[src/design/tv_pkg.sv]
// Shared types, constants and width helpers for the tetrahedron volume block.
// No dependencies; tv_front, tv_queue, tv_back and tetrahedron_volume import this package.
`default_nettype none

package tv_pkg;

    localparam int COORD_BITS_DEF = 16;
    localparam int FRAC_BITS_DEF  = 8;

    localparam int HEIGHT_W = 25;
    localparam int AREA_W   = 41;
    localparam int VOLUME_W = 56;

    // The volume is the scaled triple product divided by six.
    localparam logic [2:0] VOL_DIV = 3'd6;

    typedef struct packed {
        logic full;
        logic empty;
    } tv_q_status_t;

    // Width of the normal squared length N.
    function automatic int nn_width(input int c);
        return 4 * c + 4;
    endfunction

    // Width of the magnitude of the triple product d.
    function automatic int dm_width(input int c);
        return 3 * c + 3;
    endfunction

    // Width of the height dividend d^2 * 4^F.
    function automatic int x_width(input int c, input int f);
        return 2 * (3 * c + 3) + 2 * f;
    endfunction

endpackage

`default_nettype wire

[src/design/tv_queue.sv]
// Two-entry item queue between the front end and the back end.
// Depends on tv_pkg for the status struct; the back end drains it every cycle.
`default_nettype none

module tv_queue #(
    parameter int W = 8
) (
    input  logic                 clk,
    input  logic                 rst_n,
    input  logic                 push,
    input  logic [W-1:0]         din,
    output logic                 out_valid,
    output logic [W-1:0]         dout,
    output tv_pkg::tv_q_status_t status
);

    import tv_pkg::*;

    logic [W-1:0] mem [2];
    logic         wr_ptr_reg;
    logic         rd_ptr_reg;
    logic [1:0]   count_reg;
    logic [1:0]   count_next;
    logic         pop;

    assign pop          = count_reg != 2'd0;
    assign status.empty = count_reg == 2'd0;
    assign status.full  = count_reg == 2'd2;
    assign out_valid    = pop;
    assign dout         = mem[rd_ptr_reg];

    always_comb
    begin
        count_next = count_reg + {1'b0, push} - {1'b0, pop};
    end

    always_ff @(posedge clk or negedge rst_n)
    begin
        if (!rst_n)
        begin
            wr_ptr_reg <= 1'b0;
            rd_ptr_reg <= 1'b0;
            count_reg  <= 2'd0;
        end
        else
        begin
            if (push)
            begin
                wr_ptr_reg <= !wr_ptr_reg;
            end
            if (pop)
            begin
                rd_ptr_reg <= !rd_ptr_reg;
            end
            count_reg <= count_next;
        end
    end

    always_ff @(posedge clk)
    begin
        if (push)
        begin
            mem[wr_ptr_reg] <= din;
        end
    end

endmodule

`default_nettype wire

[config.mk]
export PLATFORM = sky130hd
export DESIGN_NAME = tv_queue
export DESIGN_NICKNAME = d
export VERILOG_FILES = /design/src/design/tv_pkg.sv /design/src/design/tv_queue.sv
export SDC_FILE = /design/constraint.sdc
export NUM_CORES = 1
export LEC_CHECK = 0
export ABC_CLOCK_PERIOD_IN_PS = 2100
export BUFFER_PORTS_ARGS = -buffer_cell sky130_fd_sc_hd__clkbuf_2
export CAP_MARGIN = 20
export CORE_UTILIZATION = 45
export CTS_BUF_LIST = sky130_fd_sc_hd__clkbuf_16
export CTS_CLUSTER_DIAMETER = 30
export DETAILED_ROUTE_END_ITERATION = 6
export PLACE_DENSITY_LB_ADDON = 0.15
export SYNTH_ARGS = -nofsm -noshare
export SYNTH_HDL_FRONTEND = slang
export SYNTH_SLANG_ARGS = --single-unit
[constraint.sdc]
create_clock -name clk -period 2.1 [get_ports clk]
set_input_delay 0.42 -clock clk [delete_from_list [all_inputs] [get_ports clk]]
set_output_delay 0.42 -clock clk [all_outputs]
set_load 0.005 [all_outputs]
Yosys cells after proc, flatten, opt, wreduce, memory -nomap -nowiden
Memories as Yosys holds them, arrays and structs flattened.
Cells that the tools add are included.

cells by class
  shift-type cells = 0
  order comparisons = 0
  multipliers = 0
  multiplexer cells = 2
  div/mod/pow operators = 0
  bitwise logic cells = 0
  equal/unequal tests = 1
  reduce and logical (&&, ||, !) cells = 4
  $add $sub $neg = 2

operator list
  kind                                   count
  adder 2 x 1 -> 2 bit                   1
  == test 2 bit (second input constant)  1
  logical NOT 1 bit                      2
  logical NOT 2 bit                      1
  2-to-1 mux 1 bit                       2
  nonzero test 2 bit                     1
  subtractor 2 x 1 -> 2 bit              1

storage, ports and cells
  output and inout port bits = 11
  RAM bits = 16
  bits in latches = 0
  ROM bits = 0
  word-level logic and storage cells = 13
  memories = 1
  register bits after elaboration = 4

memories
  memory  words  bits a word  rd ports  clocked after Yosys merged registers in  write ports  line            source
  mem     2      8            1         0                                        1            tv_queue.sv:19  logic [W-1:0] mem [2];

Longest topological paths before layout
  depth after elaboration = 2
  mapped depth = 3

Least setup slack after synthesis
OpenSTA, ideal clock, no wires.

  kind = input port to flip-flop
  start = in push
  end = mem mem[0][0] (enable)
  arrival time = 840 ps
  setup time = 373 ps
  buffers on the path = 0
  path slack = 887 ps
  stages on the path = 1
  data required time = 1727 ps
  cells stage by stage = nor2b_1

between the ends
  word-level cells in the longest chain between the ends = 2

RTL lines
  element                                 line            source
  start, declared                         tv_queue.sv:10  input logic push,
  2-to-1 mux 1 bit                        tv_queue.sv:61  if (push)
  2-to-1 mux 1 bit (implied by the code)  tv_queue.sv:63  mem[wr_ptr_reg] <= din;
  end, declared                           tv_queue.sv:19

No other way between the ends.

Final worst setup path
  start = reg rd_ptr_reg
  end = out dout[6]

between the ends
  word-level cells in the longest chain between the ends = 1

RTL lines
  element                  line            source
  start, declared          tv_queue.sv:21  logic rd_ptr_reg;
  start signal, assigned   tv_queue.sv:53  rd_ptr_reg <= !rd_ptr_reg;
  memory read (2 x 8 bit)  -
  end, declared            tv_queue.sv:13  output logic [W-1:0] dout,

No other way between the ends.

==> results.sh <==
export IMPL_initial_utilization_pct=50.1
export IMPL_worst_path_max_fanout=9
export IMPL_path_clk_slew_ns=0.05
export IMPL_wl_um=1060
export IMPL_placeableCoreArea_um2=1580
export IMPL_grt_overflow=0
export IMPL_antenna_found_initial=0
export IMPL_ys_types=12
export IMPL_cts_htree_levels=1
export IMPL_max_slew_margin_pct=65.6
export IMPL_globalplace_congestion=0.636
export IMPL_crit_chain="mux2_4, clkbuf_2"
export IMPL_dpl_hpwl_um=717
export IMPL_max_freq_mhz=558
export IMPL_grt_max_degree=12
export IMPL_ir_worst_vdd_uv=1010
export IMPL_status="completed"
export IMPL_cpPeakStageDelay_ns=0.66
export IMPL_die_area_um2=1930
export IMPL_setup_violations=0
export IMPL_path_class="reg -> out"
export IMPL_cts_tree="built"
export IMPL_ys_warn_count=0
export IMPL_endpoint_kind="output port"
export IMPL_final_hold_viol_count=0
export IMPL_grt_pass1_vias=401
export IMPL_clock_sinks=20
export IMPL_drive_above_1_share_pct=51.5
export IMPL_synth_cells=40
export IMPL_crit_path_start_kind="flip-flop"
export IMPL_slowest_stage="dfrtp_1"
export IMPL_synth_compound_gate_area_share_pct=0
export IMPL_rsz0062_at_grt="false"
export IMPL_cp_buffers_inverters=1
export IMPL_setup_ws_ns=0.307
export IMPL_ant_nets=0
export IMPL_fin_nets=79
export IMPL_required_ns=1.68
export IMPL_fillers=118
export IMPL_cp_arrival_ns=1.37
export IMPL_drt_iter0_markers=3
export IMPL_power_density_nw_per_um2=1250
export IMPL_dp_slack_ns=0.559
export IMPL_dr_total_vias=394
export IMPL_period_needed_ns=1.79
export IMPL_synth_top_family_by_area="multiplexers"
export IMPL_synth_simple_gate_area_share_pct=4.44
export IMPL_cts_made_buffers=3
export IMPL_yosys_area_share_adder_pct=1.58
export IMPL_avgSynthCellArea_um2=19.7
export IMPL_mappedNetlistNets=52
export IMPL_area_growth_pct=26.6
export IMPL_skew_ns=0.000928
export IMPL_yosysSeqAreaShare_pct=73.5
export IMPL_fin_setup_tns_ns=0
export IMPL_slew_viol_final=0
export IMPL_clockBufferDepth=2
export IMPL_cts_root_buf="clkbuf_16"
export IMPL_io_buffer_count=21
export IMPL_drc=0
export IMPL_clock_latency_ns=0.25
export IMPL_ys_top_cells_by_area="edfxtp_1, mux2_4, dfrtp_1"
export IMPL_track_usage_pct=14.2
export IMPL_synth_area_mux_share_pct=15.2
export IMPL_fin_crit_sh_pct=85.4
export IMPL_diodes=0
export IMPL_io_pins=22
export IMPL_cap_violations=0
export IMPL_routedWlPerCell_um=13.0
export IMPL_drtPass1Iterations=5
export IMPL_cts_resized=0
export IMPL_synthDominantCellAreaShare_pct=60.9
export IMPL_grt_pass1_wl_um=1750
export IMPL_via_per_inst=4.80
export IMPL_fin_util_pct=63.4
export IMPL_syn_cell_area_um2=790
export IMPL_worst_pin_slew_ns=0.516
export IMPL_min_path_type="in -> reg"
export IMPL_dieHeight_um=43.9
export IMPL_rows=14
export IMPL_cts_setup_buffers=0
export IMPL_cellLeakagePower_nw=0.435
export IMPL_dieWidth_um=43.9
export IMPL_critical_path_top_delay_family="flip-flops"
export IMPL_largest_reg_flops=16
export IMPL_synth_xor_area_share_pct=3.33
export IMPL_synth_seq_cells=20
export IMPL_netlist_top_cell_by_area="edfxtp_1"
## cell usage after synthesis
cell type and count:
edfxtp_1 16, mux2_4 8, dfrtp_1 4, nor2b_1 3, xnor2_1 2, and2_1 1
buf_6 1, ha_1 1, inv_1 1, nand2_1 1, nor2_2 1, xor2_1 1
## per-layer routing
metal	global-route usage, %	up-vias	share of wire [%]
met2	22.1	16	48
met4	10.9	0	2.6
li1	-	199	-
met3	6.25	3	7.0
met5	0	-	0
met1	15.2	176	42
## placed cells by master (no fill, tap or decap), drive strengths merged
cell type	n
edfxtp	16
xnor2	2
xor2	1
and2	1
nand2	1
ha	1
clkinv	1
nor2b	3
mux2	8
dlygate4sd3	1
buf	1
inv	1
clkbuf	24
dfrtp	4
nor2	1
## cells by family (layout without fill, tap and decap cells)
family | Yosys count | after routing
xor+xnor | 3 | 3
fa+ha+maj | 1 | 1
buf+inv | 2 | 28
flops | 20 | 20
mux | 8 | 8
simple gates | 6 | 6
## area by class of cell
class | instances | area, um^2 | area share, %
Inverter | 1 | 3.75 | 0.375
Sequential cell | 20 | 581 | 58.1
Tap cell | 16 | 20.0 | 2.00
Timing Repair Buffer | 23 | 123 | 12.3
Clock inverter | 1 | 3.75 | 0.375
Clock buffer | 3 | 75.1 | 7.51
Multi-Input combinational cell | 18 | 194 | 19.4
## through the flow
stage          hold slack, ns  instances  total power [mW]  instance area [um^2]
6_report                0.358         82              1.25                  1000
5_1_grt                 0.351         82              1.31                  1000
4_1_cts                 0.351         82              1.27                  1000
3_5_place_dp            0.239         77             0.875                   911
3_3_place_gp            0.234         77             0.864                   911
2_1_floorplan           0.124         40             0.781                   790
## report_power, final
group          internal [mW]  switching, mW  total (mW)
Combinational          0.182         0.0931       0.275
Clock                  0.253          0.130       0.383
Sequential             0.520         0.0675       0.588
## path summary, 6_finish.rpt
check                                       start                      to  slack, ns  depth (start not counted)
min in group asynchronous                   rst_n  count_reg[0]$_DFF_PN0_       0.54                          2
hold reg to reg            wr_ptr_reg$_DFFE_PN0P_  wr_ptr_reg$_DFFE_PN0P_       0.48                          1
max in group asynchronous                   rst_n  rd_ptr_reg$_DFFE_PN0N_       1.43                          2
setup reg to reg           wr_ptr_reg$_DFFE_PN0P_     mem[1][2]$_DFFE_PP_       1.02                          1
setup / recovery           rd_ptr_reg$_DFFE_PN0N_                 dout[6]       0.31                          2
hold / removal                             din[4]     mem[1][4]$_DFFE_PP_       0.36                          1
## timing repair
item | CTS | global route
setup endpoints to repair | 0 | 0
hold buffers | 1 | 0
hold endpoints to repair | 4 | 0
Note: power is estimated with default switching activity, not from simulation.
